File: src/mfb_pkg.sv
// mfb_pkg: shared types, codes and the 5x7 font table for the framebuffer drawing engine
// no dependencies; imported by mfb_store, mfb_seq, the top level, mfb_checker and tb
package mfb_pkg;

    // command codes carried on the input tuser
    localparam logic [2:0] ACT_CLEAR = 3'd0;
    localparam logic [2:0] ACT_SET   = 3'd1;
    localparam logic [2:0] ACT_UNSET = 3'd2;
    localparam logic [2:0] ACT_CHAR  = 3'd3;
    localparam logic [2:0] ACT_READ  = 3'd4;

    // font coverage and lowercase folding
    localparam logic [7:0] GLYPH_FIRST = 8'd32;
    localparam logic [7:0] GLYPH_LAST  = 8'd90;
    localparam logic [7:0] LOWER_FIRST = 8'd97;
    localparam logic [7:0] LOWER_LAST  = 8'd122;
    localparam logic [7:0] CASE_OFFSET = 8'd32;

    // sequencer states
    typedef enum logic [2:0] {
        ST_CLEAR,
        ST_IDLE,
        ST_SPAN_RD,
        ST_SPAN_WR,
        ST_GLY_CHK,
        ST_GLY_WR,
        ST_RD_OUT
    } mfb_state_t;

    // read-back result handed to the output register
    typedef struct packed {
        logic       valid;
        logic [7:0] data;
    } mfb_result_t;

    // sequencer status seen by the top level
    typedef struct packed {
        logic ready;
        logic clearing;
        logic writing;
    } mfb_status_t;

    // one glyph per entry, column 0 in bits 7:0 up to column 4 in bits 39:32
    localparam logic [39:0] GLYPH_ROM [0:58] = '{
        40'h00_00_00_00_00, 40'h00_00_5F_00_00, 40'h00_07_00_07_00, 40'h14_7F_14_7F_14,
        40'h12_2A_7F_2A_24, 40'h62_64_08_13_23, 40'h50_22_55_49_36, 40'h00_00_03_05_00,
        40'h00_41_22_1C_00, 40'h00_1C_22_41_00, 40'h08_2A_1C_2A_08, 40'h08_08_3E_08_08,
        40'h00_00_30_50_00, 40'h08_08_08_08_08, 40'h00_00_60_60_00, 40'h02_04_08_10_20,
        40'h3E_45_49_51_3E, 40'h00_40_7F_42_00, 40'h46_49_51_61_42, 40'h31_4B_45_41_21,
        40'h10_7F_12_14_18, 40'h39_45_45_45_27, 40'h30_49_49_4A_3C, 40'h03_05_09_71_01,
        40'h36_49_49_49_36, 40'h1E_29_49_49_06, 40'h00_00_36_36_00, 40'h00_00_36_56_00,
        40'h41_22_14_08_00, 40'h14_14_14_14_14, 40'h00_08_14_22_41, 40'h06_09_51_01_02,
        40'h3E_41_79_49_32, 40'h7E_11_11_11_7E, 40'h36_49_49_49_7F, 40'h22_41_41_41_3E,
        40'h1C_22_41_41_7F, 40'h41_49_49_49_7F, 40'h01_01_09_09_7F, 40'h32_51_41_41_3E,
        40'h7F_08_08_08_7F, 40'h00_41_7F_41_00, 40'h01_3F_41_40_20, 40'h41_22_14_08_7F,
        40'h40_40_40_40_7F, 40'h7F_02_04_02_7F, 40'h7F_10_08_04_7F, 40'h3E_41_41_41_3E,
        40'h06_09_09_09_7F, 40'h5E_21_51_41_3E, 40'h46_29_19_09_7F, 40'h31_49_49_49_46,
        40'h01_01_7F_01_01, 40'h3F_40_40_40_3F, 40'h1F_20_40_20_1F, 40'h3F_40_38_40_3F,
        40'h63_14_08_14_63, 40'h07_08_70_08_07, 40'h43_45_49_51_61
    };

endpackage

File: src/mfb_seq.sv
// mfb_seq: command sequencer with one shared address unit and byte merge unit
// depends on mfb_pkg; drives the mfb_store ports
module mfb_seq
    import mfb_pkg::*;
#(
    parameter int SCREEN_WIDTH  = 128,
    parameter int SCREEN_HEIGHT = 64,
    parameter int AW            = 10
) (
    input  logic          aclk,
    input  logic          aresetn,
    input  logic          in_valid,
    input  logic [2:0]    in_action,
    input  logic [8:0]    in_x_start,
    input  logic [8:0]    in_x_end,
    input  logic [7:0]    in_row_y,
    input  logic [7:0]    in_char_code,
    input  logic [9:0]    in_read_index,
    input  logic          res_free,
    output mfb_result_t   result,
    output mfb_status_t   status,
    output logic          mem_we,
    output logic [AW-1:0] mem_waddr,
    output logic [7:0]    mem_wdata,
    output logic [AW-1:0] mem_raddr,
    input  logic [7:0]    mem_rdata
);

    localparam int PAGES       = (SCREEN_HEIGHT + 7) / 8;
    localparam int STORE_BYTES = SCREEN_WIDTH * PAGES;
    localparam logic [AW-1:0] LAST_ADDR = AW'(STORE_BYTES - 1);
    localparam logic [3:0] LAST_PAGE = 4'(PAGES - 1);
    localparam logic [7:0] LAST_MASK = (SCREEN_HEIGHT % 8 == 0) ? 8'hFF :
                                       8'((1 << (SCREEN_HEIGHT % 8)) - 1);
    localparam logic signed [9:0] XMAX = 10'(SCREEN_WIDTH - 1);
    localparam logic signed [8:0] YLIM = 9'(SCREEN_HEIGHT);
    localparam logic signed [6:0] PLIM = 7'(PAGES);

    mfb_state_t state_reg, state_next;
    logic [AW-1:0]      cnt_reg, cnt_next;
    logic signed [9:0]  x_reg, x_next;
    logic signed [9:0]  x_end_reg, x_end_next;
    logic [3:0]         page_reg, page_next;
    logic               set_reg, set_next;
    logic [7:0]         mask_reg, mask_next;
    logic [AW-1:0]      addr_reg, addr_next;
    logic               rd_ok_reg, rd_ok_next;
    logic [39:0]        glyph_reg, glyph_next;
    logic signed [5:0]  pg_reg, pg_next;
    logic [2:0]         off_reg, off_next;
    logic [3:0]         col_reg, col_next;
    logic [1:0]         k_reg, k_next;

    // input decode
    logic signed [9:0] xs_ext, xe_ext, x0, x1;
    logic signed [8:0] ry_ext;
    logic              y_ok;
    logic [7:0]        code_f, code_s;
    logic [5:0]        sel;
    logic [12:0]       idx_ext;
    logic              idx_ok;

    assign xs_ext  = {in_x_start[8], in_x_start};
    assign xe_ext  = {in_x_end[8], in_x_end};
    assign x0      = xs_ext[9] ? 10'sd0 : xs_ext;
    assign x1      = (xe_ext > XMAX) ? XMAX : xe_ext;
    assign ry_ext  = {in_row_y[7], in_row_y};
    assign y_ok    = !in_row_y[7] && (ry_ext < YLIM);
    assign code_f  = (in_char_code >= LOWER_FIRST && in_char_code <= LOWER_LAST) ?
                     in_char_code - CASE_OFFSET : in_char_code;
    assign code_s  = (code_f < GLYPH_FIRST || code_f > GLYPH_LAST) ? GLYPH_FIRST : code_f;
    assign sel     = 6'(code_s - GLYPH_FIRST);
    assign idx_ext = {3'b000, in_read_index};
    assign idx_ok  = idx_ext < 13'(STORE_BYTES);

    // glyph slot: one column of one page per slot
    logic [6:0]        gbits;
    logic [13:0]       m14;
    logic [23:0]       shifted;
    logic [7:0]        gbyte, gmask;
    logic signed [6:0] gpage;
    logic signed [9:0] gx;
    logic              g_hit, slot_last;

    assign gbits = glyph_reg[8 * col_reg[3:1] +: 7];

    always_comb begin
        for (int r = 0; r < 7; r++) begin
            m14[2 * r]     = gbits[r];
            m14[2 * r + 1] = gbits[r];
        end
    end

    assign shifted   = 24'(m14) << off_reg;
    assign gbyte     = shifted[8 * k_reg +: 8];
    assign gpage     = {pg_reg[5], pg_reg} + {5'b00000, k_reg};
    assign gx        = x_reg + {6'b000000, col_reg};
    assign gmask     = gbyte & ((gpage[3:0] == LAST_PAGE) ? LAST_MASK : 8'hFF);
    assign g_hit     = !gpage[6] && (gpage < PLIM) && !gx[9] && (gx <= XMAX)
                       && (gmask != 8'h00);
    assign slot_last = (col_reg == 4'd9) && (k_reg == 2'd2);

    // shared address unit: page * width + column
    logic [3:0]  au_page;
    logic [7:0]  au_col;
    logic [12:0] au_sum;
    logic [AW-1:0] au_addr;

    assign au_page = (state_reg == ST_GLY_CHK) ? gpage[3:0] : page_reg;
    assign au_col  = (state_reg == ST_GLY_CHK) ? gx[7:0] : x_reg[7:0];
    assign au_sum  = 13'(au_page) * 13'(SCREEN_WIDTH) + 13'(au_col);
    assign au_addr = au_sum[AW-1:0];

    // shared merge unit: read-modify-write of one byte
    logic [7:0] merged;
    assign merged = set_reg ? (mem_rdata | mask_reg) : (mem_rdata & ~mask_reg);

    // state and datapath registers
    always_ff @(posedge aclk) begin
        if (!aresetn) begin
            state_reg <= ST_CLEAR;
            cnt_reg   <= '0;
        end else begin
            state_reg <= state_next;
            cnt_reg   <= cnt_next;
        end
        x_reg     <= x_next;
        x_end_reg <= x_end_next;
        page_reg  <= page_next;
        set_reg   <= set_next;
        mask_reg  <= mask_next;
        addr_reg  <= addr_next;
        rd_ok_reg <= rd_ok_next;
        glyph_reg <= glyph_next;
        pg_reg    <= pg_next;
        off_reg   <= off_next;
        col_reg   <= col_next;
        k_reg     <= k_next;
    end

    // next state and outputs
    always_comb begin
        state_next  = state_reg;
        cnt_next    = cnt_reg;
        x_next      = x_reg;
        x_end_next  = x_end_reg;
        page_next   = page_reg;
        set_next    = set_reg;
        mask_next   = mask_reg;
        addr_next   = addr_reg;
        rd_ok_next  = rd_ok_reg;
        glyph_next  = glyph_reg;
        pg_next     = pg_reg;
        off_next    = off_reg;
        col_next    = col_reg;
        k_next      = k_reg;
        mem_we      = 1'b0;
        mem_waddr   = addr_reg;
        mem_wdata   = merged;
        mem_raddr   = addr_reg;
        result      = '{valid: 1'b0, data: 8'h00};
        status      = '{ready: 1'b0, clearing: 1'b0, writing: 1'b0};

        case (state_reg)
            // zero sweep over the whole store
            ST_CLEAR: begin
                status.clearing = 1'b1;
                mem_we    = 1'b1;
                mem_waddr = cnt_reg;
                mem_wdata = 8'h00;
                cnt_next  = cnt_reg + 1'b1;
                if (cnt_reg == LAST_ADDR) begin
                    state_next = ST_IDLE;
                end
            end
            // command decode
            ST_IDLE: begin
                status.ready = 1'b1;
                if (in_valid) begin
                    case (in_action)
                        ACT_CLEAR: begin
                            cnt_next   = '0;
                            state_next = ST_CLEAR;
                        end
                        ACT_SET, ACT_UNSET: begin
                            x_next     = x0;
                            x_end_next = x1;
                            page_next  = in_row_y[6:3];
                            mask_next  = 8'h01 << in_row_y[2:0];
                            set_next   = (in_action == ACT_SET);
                            if (y_ok && (x0 <= x1)) begin
                                state_next = ST_SPAN_RD;
                            end
                        end
                        ACT_CHAR: begin
                            glyph_next = GLYPH_ROM[sel];
                            x_next     = xs_ext;
                            pg_next    = 6'(ry_ext >>> 3);
                            off_next   = in_row_y[2:0];
                            col_next   = 4'd0;
                            k_next     = 2'd0;
                            set_next   = 1'b1;
                            state_next = ST_GLY_CHK;
                        end
                        ACT_READ: begin
                            addr_next  = idx_ext[AW-1:0];
                            mem_raddr  = idx_ext[AW-1:0];
                            rd_ok_next = idx_ok;
                            state_next = ST_RD_OUT;
                        end
                        default: begin
                            state_next = ST_IDLE;
                        end
                    endcase
                end
            end
            // span: fetch the byte of the current column
            ST_SPAN_RD: begin
                mem_raddr  = au_addr;
                addr_next  = au_addr;
                state_next = ST_SPAN_WR;
            end
            // span: write back and step the column
            ST_SPAN_WR: begin
                mem_we = 1'b1;
                status.writing = 1'b1;
                x_next = x_reg + 10'sd1;
                if (x_reg == x_end_reg) begin
                    state_next = ST_IDLE;
                end else begin
                    state_next = ST_SPAN_RD;
                end
            end
            // glyph: test the slot, fetch its byte if it has pixels
            ST_GLY_CHK: begin
                if (g_hit) begin
                    mem_raddr  = au_addr;
                    addr_next  = au_addr;
                    mask_next  = gmask;
                    state_next = ST_GLY_WR;
                end else begin
                    if (k_reg == 2'd2) begin
                        k_next   = 2'd0;
                        col_next = col_reg + 4'd1;
                    end else begin
                        k_next = k_reg + 2'd1;
                    end
                    if (slot_last) begin
                        state_next = ST_IDLE;
                    end
                end
            end
            // glyph: write back and step the slot
            ST_GLY_WR: begin
                mem_we = 1'b1;
                status.writing = 1'b1;
                if (k_reg == 2'd2) begin
                    k_next   = 2'd0;
                    col_next = col_reg + 4'd1;
                end else begin
                    k_next = k_reg + 2'd1;
                end
                if (slot_last) begin
                    state_next = ST_IDLE;
                end else begin
                    state_next = ST_GLY_CHK;
                end
            end
            // read-back: hand the byte over once the output register is free
            ST_RD_OUT: begin
                if (res_free) begin
                    result.valid = 1'b1;
                    result.data  = rd_ok_reg ? mem_rdata : 8'h00;
                    state_next   = ST_IDLE;
                end
            end
            default: begin
                state_next = ST_IDLE;
            end
        endcase
    end

endmodule

File: config.mk
export PLATFORM = sky130hd
export DESIGN_NAME = mfb_seq
export DESIGN_NICKNAME = d
export VERILOG_FILES = /design/src/mfb_pkg.sv /design/src/mfb_seq.sv
export SDC_FILE = /design/constraint.sdc
export NUM_CORES = 1
export LEC_CHECK = 0
export BUFFER_PORTS_ARGS = -buffer_cell sky130_fd_sc_hd__clkbuf_2
export CAP_MARGIN = 10
export CORE_MARGIN = 4
export CORE_UTILIZATION = 65
export DETAILED_ROUTE_END_ITERATION = 8
export MAX_ROUTING_LAYER = met4
export PLACE_DENSITY_LB_ADDON = 0.12
export SYNTH_ARGS = -nofsm -noshare
export SYNTH_HDL_FRONTEND = slang
export SYNTH_SLANG_ARGS = --single-unit
File: constraint.sdc
create_clock -name aclk -period 10.1 [get_ports aclk]
set_input_delay 2.02 -clock aclk [delete_from_list [all_inputs] [get_ports aclk]]
set_output_delay 2.02 -clock aclk [all_outputs]
set_load 0.1 [all_outputs]
==> impl_metrics.json <==
{
  "synthDominantCellAreaShare_pct": 27.1,
  "met2WireLength_um": 13800,
  "r2r_depth": 8,
  "setup_repair_after_global_routing_missed_its_margin": "no",
  "post-dp-hpwl_um": 22400,
  "worst_setup_path_startpoint": "col_reg[3]$_SDFFCE_PP0P_",
  "synthesis.area_per_instance_um2": 8.21,
  "status": "completed",
  "starting_drt_drc_count": 1707,
  "drv.max_cap_violation_count": 0,
  "post_synth_main_area_contributors": "sky130_fd_sc_hd__edfxtp_1, sky130_fd_sc_hd__ha_1, sky130_fd_sc_hd__dfxtp_1, sky130_fd_sc_hd__o21ai_0, sky130_fd_sc_hd__nand2_1",
  "synth_fa_ha_area_share_pct": 5.95,
  "setup_total_negative_slack_ns": 0,
  "ir_drop_v": 0.0000831,
  "fin_crit_sh_pct": 65.3,
  "min_path_type": "register to register",
  "min_period_ns": 6.59,
  "main_combinational_cell_family_by_area_after_synthesis": "compound AO/OA/AOI/OAI gates",
  "synth-warning-count": 0,
  "cts_root_buffer": "sky130_fd_sc_hd__clkbuf_16",
  "drt-total-wl_um": 31600,
  "grt_pass1_vias": 8824,
  "final_layout_size_suffix_gt1_share_pct": 15.4,
  "clk_transition_reported_paths_ns": 0.08,
  "mappedNetlistArea_um2": 8870,
  "via_count": 9505,
  "cp.arrival_ns": 4.57,
  "top_cells_by_instance_count_after_synthesis": "sky130_fd_sc_hd__nand2_1, sky130_fd_sc_hd__nor2_1, sky130_fd_sc_hd__o21ai_0",
  "die_area_um2": 15600,
  "number_of_standard_cells_in_the_layout_taps_in_and_fillers_out": 1301,
  "crit_type": "register to output pin",
  "worst-slew-pin-transition_ns": 1.14,
  "yosys_most_used_dff": "sky130_fd_sc_hd__edfxtp_1",
  "muxShareOfSynthArea_pct": 5.40,
  "min_delay_worst_endpoint": "addr_reg[3]$_DFF_P_",
  "critical_path.max_fanout": 15,
  "grt_antenna_before_repair": 0,
  "gp_routability_congestion": 1.02,
  "critical_path_required_ns": 8.08,
  "timing_hold_violations_final": 0,
  "cts_htree_levels": 3,
  "cts-hold-fix-buffers": 0,
  "via_per_inst": 7.31,
  "critical_path.endpoint_type": "output pin",
  "synth.net_count": 1180,
  "ant_nets": 0,
  "cts_inserted_buffers": 9,
  "synth_simple_gate_area_share_pct": 20.2,
  "synth_most_common_cell": "sky130_fd_sc_hd__nand2_1",
  "p_per_area_nw_per_um2": 116,
  "placement_rows": 42,
  "synth_sequential_area_ratio_pct": 32.3,
  "post-place-cells": 1284,
  "remaining_drc_errors": 0,
  "cts_resized": 0,
  "crit-reg2reg-launch": "col_reg[1]$_SDFFCE_PP0P_",
  "avgRoutedWirePerCell_um": 24.3,
  "chipWidth_um": 125,
  "worstReg2RegEnd": "col_reg[1]$_SDFFCE_PP0P_",
  "r2r_setup_slack_ns": 5.52,
  "floorplan.initialDensity_pct": 66.7,
  "grt_start_max_net_pins": 45,
  "worst_hold_path.num_cells": 1,
  "wl_met3_um": 4760,
  "m1WireLength_um": 11700,
  "synth_largest_area_cell": "sky130_fd_sc_hd__edfxtp_1",
  "grt-ovfl-total": 0,
  "largest_register_ff_count": 35,
  "timing_max_transition_violations_final": 0,
  "mapped_cells": 1080,
  "num_io_pins": 100,
  "total_setup_buffers_inserted_after_cts": 0,
  "clk_path_buf_depth": 2,
  "critical_path.startpoint_type": "register",
  "clock-skew-final_ns": 0.0118,
  "timing.hold.worst.start": "addr_reg[3]$_DFF_P_",
  "async_s_r_ff_share_synth_pct": 0,
  "fp.coreArea_um2": 13300,
  "relSlewSlack_pct": 24.0,
  "chip_height_um": 125,
  "setup_slack_ns": 3.51,
  "nets": 1219,
  "layout-area-overhead-vs-synth_pct": 8.91,
  "synth-edff-count": 80,
  "grt.total_usage_pct": 40.4,
  "clk-insertion-delay-late_ns": 0.37,
  "synthDistinctLibCells": 79,
  "fillerInstances": 1015,
  "ys_seq_elements": 103,
  "max_freq_ghz": 0.152,
  "grt_pass1_wl_um": 49000,
  "place_ws_ns": 3.66,
  "tritoncts": "done",
  "leakage_uw": 0.00377,
  "clock_sinks": 103,
  "drt-pass1-iter-count": 7,
  "synth_area_in_xor_xnor_pct": 3.26,
  "portBuffers": 99,
  "synth-compound-area-share_pct": 27.7,
  "setup-violations-final": 0,
  "routed.top_layer": "met4"
}
==> worst max-delay path by stage <==
stage	endpoint	slack [ns]	cells past startpoint
3_3_place_gp	glyph_reg[1]$_DFFE_PP_	3.81	14
5_1_grt	mem_raddr[9]	3.21	11
2_1_floorplan	mem_raddr[0]	2.71	7
6_report	mem_raddr[1]	3.51	10
3_5_place_dp	glyph_reg[19]$_DFFE_PP_	3.66	15
4_1_cts	mem_raddr[1]	3.62	10
==> cell usage in the layout (no fill, tap or decap), drive strengths merged, types with 6 or more instances in the layout <==
cell,instances
o21ai,94
ha,39
clkinv,6
a221oi,11
o221ai,7
o22ai,13
nand4,14
a32oi,9
xor2,19
inv,33
clkbuf,108
a31oi,19
edfxtp,80
a21oi,82
or3,14
xnor2,14
o21a,10
a211oi,23
a221o,10
mux2,26
nor3,16
and2,18
and3,11
a22oi,12
mux2i,13
o211ai,10
buf,13
nor2,104
or2,9
nand2b,17
o31ai,9
nand2,121
nand3,28
nor2b,20
dfxtp,23
==> where the power goes <==
group,internal [µW],switching [µW]
Combinational,74.7,210
Sequential,468,10.5
Clock,174,184
Total,716,405
==> layout make-up <==
cell class / instances / area (µm²) / area share, %
Clock buffer: 9 / 225 / 2.33
Tap cell: 176 / 220 / 2.28
Multi-Input combinational cell: 861 / 5570 / 57.7
Clock inverter: 7 / 65.1 / 0.673
Antenna cell: 1 / 2.50 / 0.0259
Timing Repair Buffer: 112 / 593 / 6.14
Sequential cell: 103 / 2860 / 29.6
Inverter: 32 / 120 / 1.24
==> layer usage <==
| layer | up-vias | GRT usage [%] |
|---|---|---|
| li1 | 4123 | - |
| met1 | 4353 | 54.5 |
| met2 | 861 | 59.7 |
| met3 | 168 | 9.52 |
| met4 | 0 | 15.1 |
| met5 | - | - |
==> stage by stage <==
step           power (µW)  hold WS, ns  utilization (%)  cell area, µm²
2_1_floorplan         684        0.463                -            8870
3_3_place_gp          759        0.492             70.5            9370
3_5_place_dp          761        0.499             70.5            9370
4_1_cts              1110        0.527             72.7            9660
5_1_grt              1150        0.549             72.7            9660
6_report             1120        0.534             72.7            9660
==> cell families (layout without fill, tap and decap cells) <==
family	Yosys count	in the layout
adders and majority gates	41	41
muxes	41	41
xor gates and xnor gates	33	33
DFF	103	103
buffers and inverters	116	160
other	0	1
AOI/OAI and AO/OA	365	365
and+or+nand+nor	381	381
==> worst max-delay path, cell delays in order, from the launching register on <==
cell and delay (ns):
sky130_fd_sc_hd__edfxtp_1 0.78, sky130_fd_sc_hd__mux2_1 0.39, sky130_fd_sc_hd__a222oi_1 0.70, sky130_fd_sc_hd__a22oi_1 0.24, sky130_fd_sc_hd__a32oi_1 0.22, sky130_fd_sc_hd__o221ai_1 0.17
sky130_fd_sc_hd__a211o_1 0.37, sky130_fd_sc_hd__o21a_4 0.29, sky130_fd_sc_hd__o221ai_4 0.27, sky130_fd_sc_hd__a221o_1 0.28, sky130_fd_sc_hd__clkbuf_2 0.48
No activity file was read; power rests on OpenSTA's default activity.
